<file path="config.mk">
export PLATFORM = sky130hd
export DESIGN_NAME = keyboard_serial_link_decoder_flat
export DESIGN_NICKNAME = d
export VERILOG_FILES = /design/src/rtl/kbd_link_pkg.sv /design/src/rtl/kbd_link_if.sv /design/src/rtl/kbd_link_core.sv /design/src/rtl/kbd_link_obuf.sv /design/src/rtl/keyboard_serial_link_decoder.sv /design/src/flat_wrapper.sv
export SDC_FILE = /design/constraint.sdc
export NUM_CORES = 1
export LEC_CHECK = 0
export ABC_CLOCK_PERIOD_IN_PS = 3200
export BUFFER_PORTS_ARGS = -buffer_cell sky130_fd_sc_hd__buf_2
export CORE_ASPECT_RATIO = 1.5
export CORE_MARGIN = 2
export CORE_UTILIZATION = 59
export DETAILED_ROUTE_END_ITERATION = 10
export GPL_TIMING_DRIVEN = 0
export PLACE_DENSITY_LB_ADDON = 0.2
export REMOVE_ABC_BUFFERS = 1
export SETUP_SLACK_MARGIN = 0.2
export SYNTH_ARGS = -nofsm -noshare
export SYNTH_HDL_FRONTEND = slang
export SYNTH_HIERARCHICAL = 1
export SYNTH_SLANG_ARGS = --single-unit
</file>
<file path="constraint.sdc">
create_clock -name clk -period 3.2 [get_ports clk]
set_input_delay 0.48 -clock clk [delete_from_list [all_inputs] [get_ports clk]]
set_output_delay 0.48 -clock clk [all_outputs]
set_load 0.05 [all_outputs]
</file>
<file path="src/rtl/kbd_link_pkg.sv">
// ----------------------------------------------------------------------------
// kbd_link_pkg
// Shared types and constants of the keyboard serial link decoder.
// ----------------------------------------------------------------------------
package kbd_link_pkg;

    localparam int unsigned FRAME_TICKS = 48;
    localparam int unsigned PHASE_W     = 16;
    localparam int unsigned DELAY_W     = 15;

    localparam logic [PHASE_W-1:0] FRAME_LAST    = PHASE_W'(FRAME_TICKS - 1);
    localparam logic [DELAY_W-1:0] DELAY_DEFAULT = DELAY_W'(200);

    // slots inside a frame
    localparam logic [PHASE_W-1:0] SLOT_TX_START  = PHASE_W'(0);
    localparam logic [PHASE_W-1:0] SLOT_RX_START  = PHASE_W'(1);
    localparam logic [PHASE_W-1:0] SLOT_TX_DATA_0 = PHASE_W'(2);
    localparam logic [PHASE_W-1:0] SLOT_RX_DATA_0 = PHASE_W'(3);
    localparam logic [PHASE_W-1:0] SLOT_TX_DATA_7 = PHASE_W'(16);
    localparam logic [PHASE_W-1:0] SLOT_RX_DATA_7 = PHASE_W'(17);
    localparam logic [PHASE_W-1:0] SLOT_TX_PARITY = PHASE_W'(18);
    localparam logic [PHASE_W-1:0] SLOT_RX_CHECK  = PHASE_W'(19);
    localparam logic [PHASE_W-1:0] SLOT_TX_STOP   = PHASE_W'(20);

    localparam logic [7:0] BYTE_START      = 8'h2B;
    localparam logic [7:0] BYTE_IDLE       = 8'h4D;
    localparam logic [7:0] BYTE_REPEAT     = 8'hE9;
    localparam logic [7:0] BYTE_STATUS     = 8'hEA;
    localparam logic [7:0] BYTE_MOD_CTRL   = 8'hE0;
    localparam logic [7:0] BYTE_MOD_SHIFT  = 8'hE3;
    localparam logic [7:0] BYTE_MOD_FUNC   = 8'hE5;
    localparam logic [7:0] BYTE_MOD_ALT    = 8'hF8;
    localparam logic [7:0] RX_MSB          = 8'h80;

    typedef enum logic [1:0] {
        OP_TICK     = 2'd0,
        OP_READ_RAW = 2'd1,
        OP_READ_KEY = 2'd2,
        OP_READ_MOD = 2'd3
    } opcode_t;

    typedef struct packed {
        opcode_t opcode;
        logic    line_in;
    } req_t;

    typedef struct packed {
        logic       line_out;
        logic [7:0] raw_byte;
        logic       raw_present;
        logic [7:0] key_code;
        logic [7:0] modifier_code;
    } rsp_t;

endpackage

</file>
<file path="src/rtl/kbd_link_if.sv">
// ----------------------------------------------------------------------------
// kbd_link_if
// Valid/ready channels of the keyboard serial link decoder.
// ----------------------------------------------------------------------------
interface kbd_req_if;
    logic               valid;
    logic               ready;
    kbd_link_pkg::req_t data;

    modport source (output valid, output data, input ready);
    modport sink   (input valid, input data, output ready);
endinterface

interface kbd_rsp_if;
    logic               valid;
    logic               ready;
    kbd_link_pkg::rsp_t data;

    modport source (output valid, output data, input ready);
    modport sink   (input valid, input data, output ready);
endinterface

interface kbd_cfg_if;
    logic                              valid;
    logic                              ready;
    logic [kbd_link_pkg::DELAY_W-1:0]  data;

    modport source (output valid, output data, input ready);
    modport sink   (input valid, input data, output ready);
endinterface

</file>
<file path="src/rtl/kbd_link_core.sv">
// ----------------------------------------------------------------------------
// kbd_link_core
// Link state: frame phase, transmit and receive shifters, byte decoder and
// the read registers. Computes the result word of each accepted item.
// ----------------------------------------------------------------------------
module kbd_link_core (
    input  logic                             clk,
    input  logic                             rst_n,
    input  logic                             item_accept,
    input  kbd_link_pkg::req_t               item,
    input  logic                             cfg_write,
    input  logic [kbd_link_pkg::DELAY_W-1:0] cfg_data,
    output kbd_link_pkg::rsp_t               result
);

    localparam int unsigned PW = kbd_link_pkg::PHASE_W;
    localparam int unsigned DW = kbd_link_pkg::DELAY_W;

    logic [DW-1:0] delay_reg,      delay_next;
    logic [PW-1:0] phase_reg,      phase_next;
    logic [7:0]    tx_shift_reg,   tx_shift_next;
    logic          tx_par_reg,     tx_par_next;
    logic [7:0]    rx_shift_reg,   rx_shift_next;
    logic          rx_start_reg,   rx_start_next;
    logic          rx_par_reg,     rx_par_next;
    logic          expect_reg,     expect_next;
    logic          raw_flag_reg,   raw_flag_next;
    logic [7:0]    raw_store_reg,  raw_store_next;
    logic          key_pend_reg,   key_pend_next;
    logic [7:0]    key_store_reg,  key_store_next;
    logic [7:0]    mod_store_reg,  mod_store_next;
    logic          line_reg,       line_next;

    always_ff @(posedge clk or negedge rst_n)
    begin
        if (!rst_n)
        begin
            delay_reg     <= kbd_link_pkg::DELAY_DEFAULT;
            phase_reg     <= PW'(0) - {1'b0, kbd_link_pkg::DELAY_DEFAULT};
            tx_shift_reg  <= kbd_link_pkg::BYTE_START;
            tx_par_reg    <= 1'b0;
            rx_shift_reg  <= 8'h00;
            rx_start_reg  <= 1'b1;
            rx_par_reg    <= 1'b0;
            expect_reg    <= 1'b0;
            raw_flag_reg  <= 1'b0;
            raw_store_reg <= 8'h00;
            key_pend_reg  <= 1'b0;
            key_store_reg <= 8'h00;
            mod_store_reg <= 8'h00;
            line_reg      <= 1'b1;
        end
        else
        begin
            delay_reg     <= delay_next;
            phase_reg     <= phase_next;
            tx_shift_reg  <= tx_shift_next;
            tx_par_reg    <= tx_par_next;
            rx_shift_reg  <= rx_shift_next;
            rx_start_reg  <= rx_start_next;
            rx_par_reg    <= rx_par_next;
            expect_reg    <= expect_next;
            raw_flag_reg  <= raw_flag_next;
            raw_store_reg <= raw_store_next;
            key_pend_reg  <= key_pend_next;
            key_store_reg <= key_store_next;
            mod_store_reg <= mod_store_next;
            line_reg      <= line_next;
        end
    end

    always_comb
    begin
        logic keep_byte;
        delay_next     = delay_reg;
        phase_next     = phase_reg;
        tx_shift_next  = tx_shift_reg;
        tx_par_next    = tx_par_reg;
        rx_shift_next  = rx_shift_reg;
        rx_start_next  = rx_start_reg;
        rx_par_next    = rx_par_reg;
        expect_next    = expect_reg;
        raw_flag_next  = raw_flag_reg;
        raw_store_next = raw_store_reg;
        key_pend_next  = key_pend_reg;
        key_store_next = key_store_reg;
        mod_store_next = mod_store_reg;
        line_next      = line_reg;
        keep_byte      = 1'b1;
        result         = '0;

        if (item_accept)
        begin
            unique case (item.opcode)
                kbd_link_pkg::OP_TICK:
                begin
                    phase_next = phase_reg + PW'(1);
                    // negative phase: start-up delay still running
                    if (!phase_reg[PW-1])
                    begin
                        if (phase_reg == kbd_link_pkg::SLOT_TX_START)
                        begin
                            line_next   = 1'b0;
                            tx_par_next = 1'b1;
                        end
                        else if (phase_reg >= kbd_link_pkg::SLOT_TX_DATA_0 &&
                                 phase_reg <= kbd_link_pkg::SLOT_TX_DATA_7 &&
                                 !phase_reg[0])
                        begin
                            line_next     = tx_shift_reg[0];
                            tx_par_next   = tx_par_reg ^ tx_shift_reg[0];
                            tx_shift_next = tx_shift_reg >> 1;
                        end
                        else if (phase_reg == kbd_link_pkg::SLOT_TX_PARITY)
                        begin
                            line_next = tx_par_reg;
                        end
                        else if (phase_reg == kbd_link_pkg::SLOT_TX_STOP)
                        begin
                            line_next = 1'b1;
                        end
                        else if (phase_reg == kbd_link_pkg::SLOT_RX_START)
                        begin
                            rx_start_next = item.line_in;
                            rx_par_next   = 1'b1;
                        end
                        else if (phase_reg >= kbd_link_pkg::SLOT_RX_DATA_0 &&
                                 phase_reg <= kbd_link_pkg::SLOT_RX_DATA_7 &&
                                 phase_reg[0])
                        begin
                            rx_shift_next = (rx_shift_reg >> 1) |
                                            (item.line_in ? kbd_link_pkg::RX_MSB : 8'h00);
                            rx_par_next   = rx_par_reg ^ item.line_in;
                        end
                        else if (phase_reg == kbd_link_pkg::SLOT_RX_CHECK)
                        begin
                            if (!rx_start_reg && item.line_in == rx_par_reg)
                            begin
                                if (expect_reg)
                                begin
                                    expect_next = 1'b0;
                                end
                                else
                                begin
                                    case (rx_shift_reg) inside
                                        kbd_link_pkg::BYTE_IDLE:
                                            keep_byte = 1'b0;
                                        kbd_link_pkg::BYTE_REPEAT:
                                            key_pend_next = 1'b1;
                                        kbd_link_pkg::BYTE_STATUS:
                                            expect_next = 1'b1;
                                        kbd_link_pkg::BYTE_MOD_CTRL,
                                        kbd_link_pkg::BYTE_MOD_SHIFT,
                                        kbd_link_pkg::BYTE_MOD_FUNC,
                                        kbd_link_pkg::BYTE_MOD_ALT:
                                            mod_store_next = rx_shift_reg;
                                        default:
                                        begin
                                            key_store_next = rx_shift_reg;
                                            key_pend_next  = 1'b1;
                                        end
                                    endcase
                                end
                                if (keep_byte)
                                begin
                                    raw_store_next = rx_shift_reg;
                                    raw_flag_next  = 1'b1;
                                end
                            end
                        end
                        else if (phase_reg == kbd_link_pkg::FRAME_LAST)
                        begin
                            phase_next    = '0;
                            tx_shift_next = kbd_link_pkg::BYTE_IDLE;
                        end
                    end
                end
                kbd_link_pkg::OP_READ_RAW:
                begin
                    result.raw_byte    = raw_store_reg;
                    result.raw_present = raw_flag_reg;
                    raw_flag_next      = 1'b0;
                end
                kbd_link_pkg::OP_READ_KEY:
                begin
                    if (key_pend_reg)
                    begin
                        result.key_code = key_store_reg;
                    end
                    key_pend_next = 1'b0;
                end
                kbd_link_pkg::OP_READ_MOD:
                begin
                    result.modifier_code = mod_store_reg;
                end
                default:
                begin
                end
            endcase
        end

        // a new delay restarts the count while still in start-up
        if (cfg_write)
        begin
            delay_next = cfg_data;
            if (phase_reg[PW-1])
            begin
                phase_next = PW'(0) - {1'b0, cfg_data};
            end
        end

        result.line_out = line_next;
    end

    a_raw_read_clears: assert property (@(posedge clk) disable iff (!rst_n)
        item_accept && item.opcode == kbd_link_pkg::OP_READ_RAW |=> !raw_flag_reg)
        else $error("raw flag survived a raw read");

    a_key_read_clears: assert property (@(posedge clk) disable iff (!rst_n)
        item_accept && item.opcode == kbd_link_pkg::OP_READ_KEY |=> !key_pend_reg)
        else $error("key pending survived a key read");

    a_line_idle_startup: assert property (@(posedge clk) disable iff (!rst_n)
        phase_reg[PW-1] |-> line_reg)
        else $error("line driven low during start-up delay");

    a_phase_in_frame: assert property (@(posedge clk) disable iff (!rst_n)
        !phase_reg[PW-1] |-> phase_reg <= kbd_link_pkg::FRAME_LAST)
        else $error("phase ran past the end of the frame");

endmodule

</file>
<file path="src/rtl/kbd_link_obuf.sv">
// ----------------------------------------------------------------------------
// kbd_link_obuf
// Result register with a skid stage, so a word can be taken in while the
// previous one waits at the output.
// ----------------------------------------------------------------------------
module kbd_link_obuf (
    input  logic               clk,
    input  logic               rst_n,
    input  logic               in_valid,
    output logic               in_ready,
    input  kbd_link_pkg::rsp_t in_data,
    output logic               out_valid,
    input  logic               out_ready,
    output kbd_link_pkg::rsp_t out_data
);

    logic               out_valid_reg,  out_valid_next;
    kbd_link_pkg::rsp_t out_data_reg,   out_data_next;
    logic               skid_valid_reg, skid_valid_next;
    kbd_link_pkg::rsp_t skid_data_reg,  skid_data_next;
    logic               in_take;
    logic               out_take;

    assign in_ready  = !skid_valid_reg;
    assign in_take   = in_valid && in_ready;
    assign out_take  = out_valid_reg && out_ready;
    assign out_valid = out_valid_reg;
    assign out_data  = out_data_reg;

    always_comb
    begin
        out_valid_next  = out_valid_reg;
        out_data_next   = out_data_reg;
        skid_valid_next = skid_valid_reg;
        skid_data_next  = skid_data_reg;
        if (skid_valid_reg)
        begin
            if (out_take)
            begin
                out_data_next   = skid_data_reg;
                skid_valid_next = 1'b0;
            end
        end
        else if (in_take)
        begin
            if (!out_valid_reg || out_take)
            begin
                out_valid_next = 1'b1;
                out_data_next  = in_data;
            end
            else
            begin
                skid_valid_next = 1'b1;
                skid_data_next  = in_data;
            end
        end
        else if (out_take)
        begin
            out_valid_next = 1'b0;
        end
    end

    always_ff @(posedge clk or negedge rst_n)
    begin
        if (!rst_n)
        begin
            out_valid_reg  <= 1'b0;
            skid_valid_reg <= 1'b0;
        end
        else
        begin
            out_valid_reg  <= out_valid_next;
            skid_valid_reg <= skid_valid_next;
        end
    end

    always_ff @(posedge clk)
    begin
        out_data_reg  <= out_data_next;
        skid_data_reg <= skid_data_next;
    end

    a_skid_behind_out: assert property (@(posedge clk) disable iff (!rst_n)
        skid_valid_reg |-> out_valid_reg)
        else $error("skid holds a word with the output empty");

    a_skid_fills: assert property (@(posedge clk) disable iff (!rst_n)
        in_take && out_valid_reg && !out_ready |=> skid_valid_reg)
        else $error("word taken in during stall was not parked");

    a_skid_drains: assert property (@(posedge clk) disable iff (!rst_n)
        skid_valid_reg && out_ready |=> out_valid_reg && !skid_valid_reg)
        else $error("parked word did not move to the output");

endmodule

</file>
<file path="src/rtl/keyboard_serial_link_decoder.sv">
// ----------------------------------------------------------------------------
// keyboard_serial_link_decoder
// Keyboard link master advanced by tick words; decodes received frames into
// key, modifier and raw bytes and answers read words.
// ----------------------------------------------------------------------------
//  channel  role  word
//  req      sink  opcode, line_in
//  rsp      src   line_out, raw_byte, raw_present, key_code, modifier_code
//  cfg      sink  startup_delay_ticks (always ready)
//
//  one request word per clock while the result buffer has room; its response
//  word is registered in the result buffer, in its output register or, while
//  rsp stalls, in its skid register
//  a two-deep result buffer keeps req ready for one stalled rsp word
//  reset restores all link state to its initial values; the start-up delay comes back as 200 ticks
// ----------------------------------------------------------------------------
module keyboard_serial_link_decoder (
    input  logic       clk,
    input  logic       rst_n,
    kbd_req_if.sink    req,
    kbd_rsp_if.source  rsp,
    kbd_cfg_if.sink    cfg
);

    logic               req_ready;
    logic               req_take;
    kbd_link_pkg::rsp_t result;

    assign req.ready = req_ready;
    assign req_take  = req.valid && req_ready;
    assign cfg.ready = 1'b1;

    kbd_link_core u_core (
        .clk         (clk),
        .rst_n       (rst_n),
        .item_accept (req_take),
        .item        (req.data),
        .cfg_write   (cfg.valid),
        .cfg_data    (cfg.data),
        .result      (result)
    );

    kbd_link_obuf u_obuf (
        .clk       (clk),
        .rst_n     (rst_n),
        .in_valid  (req.valid),
        .in_ready  (req_ready),
        .in_data   (result),
        .out_valid (rsp.valid),
        .out_ready (rsp.ready),
        .out_data  (rsp.data)
    );

endmodule
</file>
<file path="src/flat_wrapper.sv">
// flat-port wrapper written by rule: the top's interface ports become plain ports
module keyboard_serial_link_decoder_flat 
  (clk, rst_n, req_valid, req_data, req_ready, rsp_valid, rsp_data, rsp_ready, cfg_valid, cfg_data, cfg_ready);
  kbd_req_if req_i ();
  kbd_rsp_if rsp_i ();
  kbd_cfg_if cfg_i ();
  input  logic clk;
  input  logic rst_n;
  input wire logic [$bits(req_i.valid)-1:0] req_valid;
  input wire logic [$bits(req_i.data)-1:0] req_data;
  output wire logic [$bits(req_i.ready)-1:0] req_ready;
  output wire logic [$bits(rsp_i.valid)-1:0] rsp_valid;
  output wire logic [$bits(rsp_i.data)-1:0] rsp_data;
  input wire logic [$bits(rsp_i.ready)-1:0] rsp_ready;
  input wire logic [$bits(cfg_i.valid)-1:0] cfg_valid;
  input wire logic [$bits(cfg_i.data)-1:0] cfg_data;
  output wire logic [$bits(cfg_i.ready)-1:0] cfg_ready;
  assign req_i.valid = req_valid;
  assign req_i.data = req_data;
  assign req_ready = req_i.ready;
  assign rsp_valid = rsp_i.valid;
  assign rsp_data = rsp_i.data;
  assign rsp_i.ready = rsp_ready;
  assign cfg_i.valid = cfg_valid;
  assign cfg_i.data = cfg_data;
  assign cfg_ready = cfg_i.ready;
  keyboard_serial_link_decoder u_core (.clk(clk), .rst_n(rst_n), .req(req_i), .rsp(rsp_i), .cfg(cfg_i));
endmodule
</file>
After elaboration in Yosys (flattened, before gate mapping)
Cells that the tools add are included.
{ "word_totals": {"register_bits": 117, "inputBits": 23, "out_inout_bits": 29, "wordCells": 212} }
{ "op_classes": {"n_addsub": 2, "magnitude_cmp": 4, "n_eq_ne": 37, "muxes": 90, "bitwise_logic": 17, "reduce_logical": 37} }
{ "ops": {"columns": ["cell", "count"], "rows": [
  ["2-to-1 mux 16 bit", 13],
  ["2-to-1 mux 26 bit", 4],
  ["2-to-1 mux 8 bit", 11],
  ["2-to-1 mux 1 bit", 59],
  ["== test 16 x 5 -> 1 bit (second input constant)", 3],
  ["== test 8 bit (second input constant)", 6],
  ["inequality test 2 bit (second input constant)", 18],
  ["greater-or-equal comparator 16 x 2 -> 1 bit (second input constant)", 2],
  ["<= comparator 16 x 5 -> 1 bit (second input constant)", 2],
  ["AND reduction 16 bit", 2],
  ["AND reduction 12 bit", 2],
  ["adder 16 x 1 -> 16 bit (second input constant)", 1],
  ["== test 16 x 1 -> 1 bit (second input constant)", 1],
  ["== test 16 x 6 -> 1 bit (second input constant)", 1],
  ["zero test 16 bit", 1],
  ["AND reduction 8 bit", 2],
  ["nonzero test 2 bit", 8],
  ["subtractor 1 x 15 -> 16 bit (first input constant)", 1],
  ["AND reduction 15 bit", 1],
  ["NOT 1 bit", 14],
  ["AND reduction 11 bit", 1],
  ["AND reduction 10 bit", 1],
  ["2-to-1 mux 9 bit", 1],
  ["AND reduction 3 bit", 3],
  ["16 further kinds", 29]
]} }

Depth between registers and ports, before layout
{ "logic_depth": {"depth_word": 25, "mapped_depth": 10, "ltp_nobuf": 8} }

By module
Netlist, hierarchy kept.
{ "by_module_without_submodules": {"columns": ["module", "instances", "cells_each", "area_each_um2", "seq_area_each_um2"], "rows": [
  ["kbd_link_core", 1, 380, 3682.3, 1572.8],
  ["kbd_link_obuf", 1, 93, 2000.7, 1611.5],
  ["keyboard_serial_link_decoder", 1, 3, 17.5, 0.0]
]} }

Worst setup path before layout
No wires, ideal clock.
{ "synth_timing": {"path_kind": "reg-to-reg", "start": "register u_core.u_obuf.out_valid_reg (netlist: u_core/u_obuf/out_valid)", "end": "register u_core/u_obuf/skid_data_reg[0] (netlist name) (enable)", "setup_time_ns": 0.442, "t_arrival_ns": 2.656, "t_required_ns": 2.758, "path_slack_ns": 0.102, "stages_incl_launch_ff": 3, "synth_period_minus_slack_ns": 3.098, "cell_sequence": "dfrtp_1 > inv_1 > nor3_1"} }
{ "synth_via": {"elab_chain_len": 4, "word_cells_on_any_way": 5, "classes_between": "bitwise (1); reduce/logical (4)"} }
{ "synth_lines": {"columns": ["item", "line", "source"], "rows": [
  ["start: declaration", "kbd_link_obuf.sv:17", "logic out_valid_reg, out_valid_next;"],
  ["start signal: assignment", "kbd_link_obuf.sv:72", "out_valid_reg <= out_valid_next;"],
  ["zero test 1 bit / logical AND 1 bit (equally long branches)", "kbd_link_obuf.sv:46, kbd_link_obuf.sv:26", null],
  ["logical OR 1 bit *", "kbd_link_obuf.sv:46", "if (!out_valid_reg || out_take)"],
  ["NOT 1 bit (no source line) *", null, null],
  ["AND reduction 3 bit (no source line) *", null, null],
  ["end signal: assignment", "kbd_link_obuf.sv:80", "skid_data_reg <= skid_data_next;"],
  ["end: declaration", "kbd_link_obuf.sv:20", "kbd_link_pkg::rsp_t skid_data_reg, skid_data_next;"]
]} }
Mark *: on every way between the ends. The rest lies on a longest branch, timed or not.
A chain may end at the register's enable or synchronous reset.

Worst setup path after layout
{ "layout_timing": {"start": "register u_core.u_core.phase_reg[0]", "end": "register u_core.u_core.mod_store_reg[0]"} }
{ "layout_via": {"elab_chain_len": 5, "word_cells_on_any_way": 21, "classes_between": "order compare (4); eq/ne (4); bitwise (6); reduce/logical (7)"} }
{ "layout_lines": {"columns": ["item", "line", "source"], "rows": [
  ["start: declaration", "kbd_link_core.sv:20", "logic [PW-1:0] phase_reg, phase_next;"],
  ["start signal: assignment", "kbd_link_core.sv:39", "phase_reg <= PW'(0) - {1'b0, kbd_link_pkg::DELAY_DEFAULT};"],
  ["start signal: assignment", "kbd_link_core.sv:56", "phase_reg <= phase_next;"],
  ["greater-or-equal comparator 16 x 2 -> 1 bit (tied with other cells)", "kbd_link_core.sv:127", "else if (phase_reg >= kbd_link_pkg::SLOT_RX_DATA_0 &&"],
  ["logical AND 1 bit (on tied branches)", "kbd_link_core.sv:127, kbd_link_core.sv:106", null],
  ["logical AND 1 bit (on tied branches)", "kbd_link_core.sv:128, kbd_link_core.sv:107", null],
  ["NOT 1 bit (no source line)", null, null],
  ["AND reduction 16 bit (no source line) *", null, null],
  ["end signal: assignment", "kbd_link_core.sv:67", "mod_store_reg <= mod_store_next;"],
  ["end: declaration", "kbd_link_core.sv:31", "logic [7:0] mod_store_reg, mod_store_next;"]
]} }
Marked as above.

==> results.sh <==
export IMPL_post_synth_fa_ha_maj_area_fraction_pct=1.10
export IMPL_n_antenna_cell=0
export IMPL_drt_vias_per_instance=5.94
export IMPL_design_core_area_mm2=0.00931
export IMPL_synthesized_area_fraction_occupied_by_and_or_nand_nor_cells_pct=18.3
export IMPL_critPathLaunch="u_core/u_core/phase_reg[0]"
export IMPL_mean_instance_size_in_the_synthesized_netlist_um2=12.0
export IMPL_cts_htree_levels=4
export IMPL_detail_route_iter0_violations=252
export IMPL_timing_critical_path_fanout_max=11
export IMPL_post_route_period_util_pct=85.5
export IMPL_power_per_cell_area_mw_per_mm2=827
export IMPL_synth_seq_cells=116
export IMPL_die_w_um=84.3
export IMPL_share_of_synthesized_registers_carrying_an_async_set_or_reset_pct=55.2
export IMPL_route_detailed_wl_per_inst_um=17.1
export IMPL_synth_compound_area_share_pct=8.27
export IMPL_drt_pre_antenna_iters=4
export IMPL_switch_share_pct=33.8
export IMPL_setup_violations_final=0
export IMPL_r2r_start="u_core/u_core/phase_reg[0]"
export IMPL_crit_path_cell_trace="inv_1, ha_1, nor2_1, a311o_1, and3_1, nand3_1, nor3_4, mux2_2"
export IMPL_dieHeight_um=124
export IMPL_inserted_clock_buffers=17
export IMPL_detailed_place_area_mm2=0.00603
export IMPL_routed_wl_mm=11.1
export IMPL_finalMaxSlewViolations=0
export IMPL_fin_crit_ps=2740
export IMPL_clkSinkCount=116
export IMPL_cap_viol_max_count=0
export IMPL_post_route_cell_area_mm2=0.00664
export IMPL_synth_top_cells_by_count="sky130_fd_sc_hd__mux2_2, sky130_fd_sc_hd__edfxtp_1, sky130_fd_sc_hd__dfrtp_1, sky130_fd_sc_hd__a21oi_1, sky130_fd_sc_hd__nand2_1"
export IMPL_count_of_pins_on_the_block_boundary=52
export IMPL_crit_path_end_kind="flip-flop"
export IMPL_placement_rows=43
export IMPL_syn_to_final_growth_pct=16.5
export IMPL_synth_top_flop_cell="sky130_fd_sc_hd__edfxtp_1"
export IMPL_power_leakage_uw=0.00273
export IMPL_initial_utilization_pct=61.2
export IMPL_buffer_ports_inserted=50
export IMPL_post_route_cells_drive_above_1_share_pct=32.7
export IMPL_grt_max_degree=65
export IMPL_critPathArrivalTime_ps=3020
export IMPL_nets=556
export IMPL_path_buf_inv=1
export IMPL_number_of_synthesized_flops_with_an_enable_pin=52
export IMPL_maxSlewHeadroom_pct=42.8
export IMPL_netSwitchingPower_uw=1860
export IMPL_synth_cell_types=59
export IMPL_status="finished, final reports clean"
export IMPL_dp_hpwl_mm=7.54
export IMPL_grt_overflow_total=0
export IMPL_max_clock_freq_ghz=0.365
export IMPL_skew_ps=8.25
export IMPL_ys_warnings_count=6
export IMPL_post_cts_repair_setup_buffers=0
export IMPL_cts_root_buffer_cell="sky130_fd_sc_hd__clkbuf_16"
export IMPL_count_leader_synth="sky130_fd_sc_hd__mux2_2"
export IMPL_cts_clk_slew_worst_paths_ps=50
export IMPL_comb_power_share_pct=27.2
export IMPL_globalRouteTotalUtil_pct=22.8
export IMPL_finalWeightedCongestion=0.879
export IMPL_antenna_found_initial=0
export IMPL_critical_path_top_delay_family="simple AND/OR/NAND/NOR gates"
export IMPL_design_power_total_uw=5490
export IMPL_p_int_uw=3640
export IMPL_required_ps=3480
export IMPL_clock_tree_buffer_depth=2
export IMPL_synthCells=476
export IMPL_start_kind="flip-flop"
export IMPL_tightest_slew_ps=847
export IMPL_synth_top_cell_area_share_pct=27.4
export IMPL_synth_top_family_by_area="simple AND/OR/NAND/NOR gates"
export IMPL_crit_type="flip-flop to flip-flop"
export IMPL_netlist_top_cells_area="sky130_fd_sc_hd__edfxtp_1, sky130_fd_sc_hd__dfrtp_1, sky130_fd_sc_hd__mux2_2"
export IMPL_die_area_mm2=0.0105
export IMPL_clk_insertion_delay_late_ps=410
export IMPL_hold_buf_cts=0
export IMPL_ant_nets=0
export IMPL_cts_tree="done"
export IMPL_grt_pass1_vias=3848
export IMPL_clock_power_share_pct=33.9
export IMPL_via_count=3879
export IMPL_synth_xor_xnor_area_share_pct=2.77
export IMPL_yosysTopAreaCell="sky130_fd_sc_hd__edfxtp_1"
export IMPL_ir_worst_vdd_v=0.000525
export IMPL_biggest_cell_delay_along_the_critical_path_ps=450
export IMPL_grt_pass1_wl_mm=18.8
export IMPL_remaining_drc_errors=0
export IMPL_sequentialPowerShare_pct=38.9
export IMPL_setup_repair_after_global_routing_missed_its_margin="false"
export IMPL_hold_viol=0
export IMPL_muxShareOfSynthArea_pct=11.3
export IMPL_worst_path_max_delay_cell="sky130_fd_sc_hd__dfrtp_1"
export IMPL_worst_hold_path_type="primary input to async pin"
export IMPL_area_of_the_mapped_netlist_mm2=0.00570
export IMPL_synth_seq_area_share_pct=55.9
## power groups by stage
stage	clock network, uW	logic [uW]	registers (uW)
3_5_place_dp	0	1490	2150
6_report	1860	1500	2140
4_1_cts	1900	1490	2130
3_3_place_gp	0	1420	2140
2_1_floorplan	0	630	2620
5_1_grt	1980	1590	2170
## what timing repair did
action                     4_1_cts  5_1_grt
pin swaps                        0        2
setup endpoints to repair       40       29
gates resized for setup          2        5
## per-layer routing
metal	GRT usage (%)	wire, um
met5	0	0
met4	8.25	227
met3	7.16	417
met2	40.8	6180
met1	25.0	4320
## worst register-to-register path, cell delays in order, from the launching register on
cell	delay [ps]
sky130_fd_sc_hd__dfrtp_1	450
sky130_fd_sc_hd__inv_1	120
sky130_fd_sc_hd__ha_1	240
sky130_fd_sc_hd__nor2_1	100
sky130_fd_sc_hd__a311o_1	430
sky130_fd_sc_hd__and3_1	300
sky130_fd_sc_hd__nand3_1	200
sky130_fd_sc_hd__nor3_4	390
sky130_fd_sc_hd__mux2_2	380
## placed cells by master (no fill, tap or decap), drive strengths merged, types with 9 or more instances in the layout
cell type,instances
mux2,57
nand2,31
buf,53
nor4,9
and2,27
nand3,11
dfstp,17
xor2,10
clkbuf,20
nor2,27
edfxtp,52
dfrtp,47
nor3,13
a21oi,31
o21ai,15
## through the flow
| step | hold slack (ps) | instances | util (%) | TNS (ps) | worst slack [ps] |
|---|---|---|---|---|---|
| after global placement | 444 | 618 | 64.3 | -38610 | -950 |
| after detailed placement | 460 | 621 | 64.8 | -5000 | -265 |
| after global routing | 208 | 653 | 71.3 | 0 | 295 |
| after CTS | 266 | 653 | 71.1 | 0 | 231 |
| final | 165 | 653 | 71.3 | 0 | 464 |
| after floorplan | 184 | 456 | - | -91.8 | -3.53 |
## cells by family after synthesis
group / after synthesis
AO/OA/AOI/OAI: 76
XOR/XNOR: 18
adder cells (fa/ha/maj): 5
buffers and inverters: 28
flip-flops: 116
multiplexers: 57
other: 1
AND/OR/NAND/NOR: 175
## layout make-up
cell class,instances,area (um2)
clock buffers,20,447
clock inverters,12,138
fillers,653,2670
inverters,8,30.0
multi-input cells,332,2410
flip-flops and latches,116,3190
well taps,112,140
repair buffers,53,287
## worst paths after layout
| kind | to | slack (ps) | depth (start not counted) |
|---|---|---|---|
| setup / recovery | u_core/u_core/mod_store_reg[0] | 460 | 8 |
| hold / removal | u_core/u_core/phase_reg[7] | 170 | 1 |
| setup reg to reg | u_core/u_core/mod_store_reg[0] | 460 | 8 |
| hold reg to reg | u_core/u_core/mod_store_reg[7] | 470 | 1 |
| max in group asynchronous | u_core/u_obuf/skid_valid_reg | 2410 | 1 |
| min in group clk | u_core/u_core/phase_reg[11] | 280 | 2 |
Power figures use the tool's default switching activity.
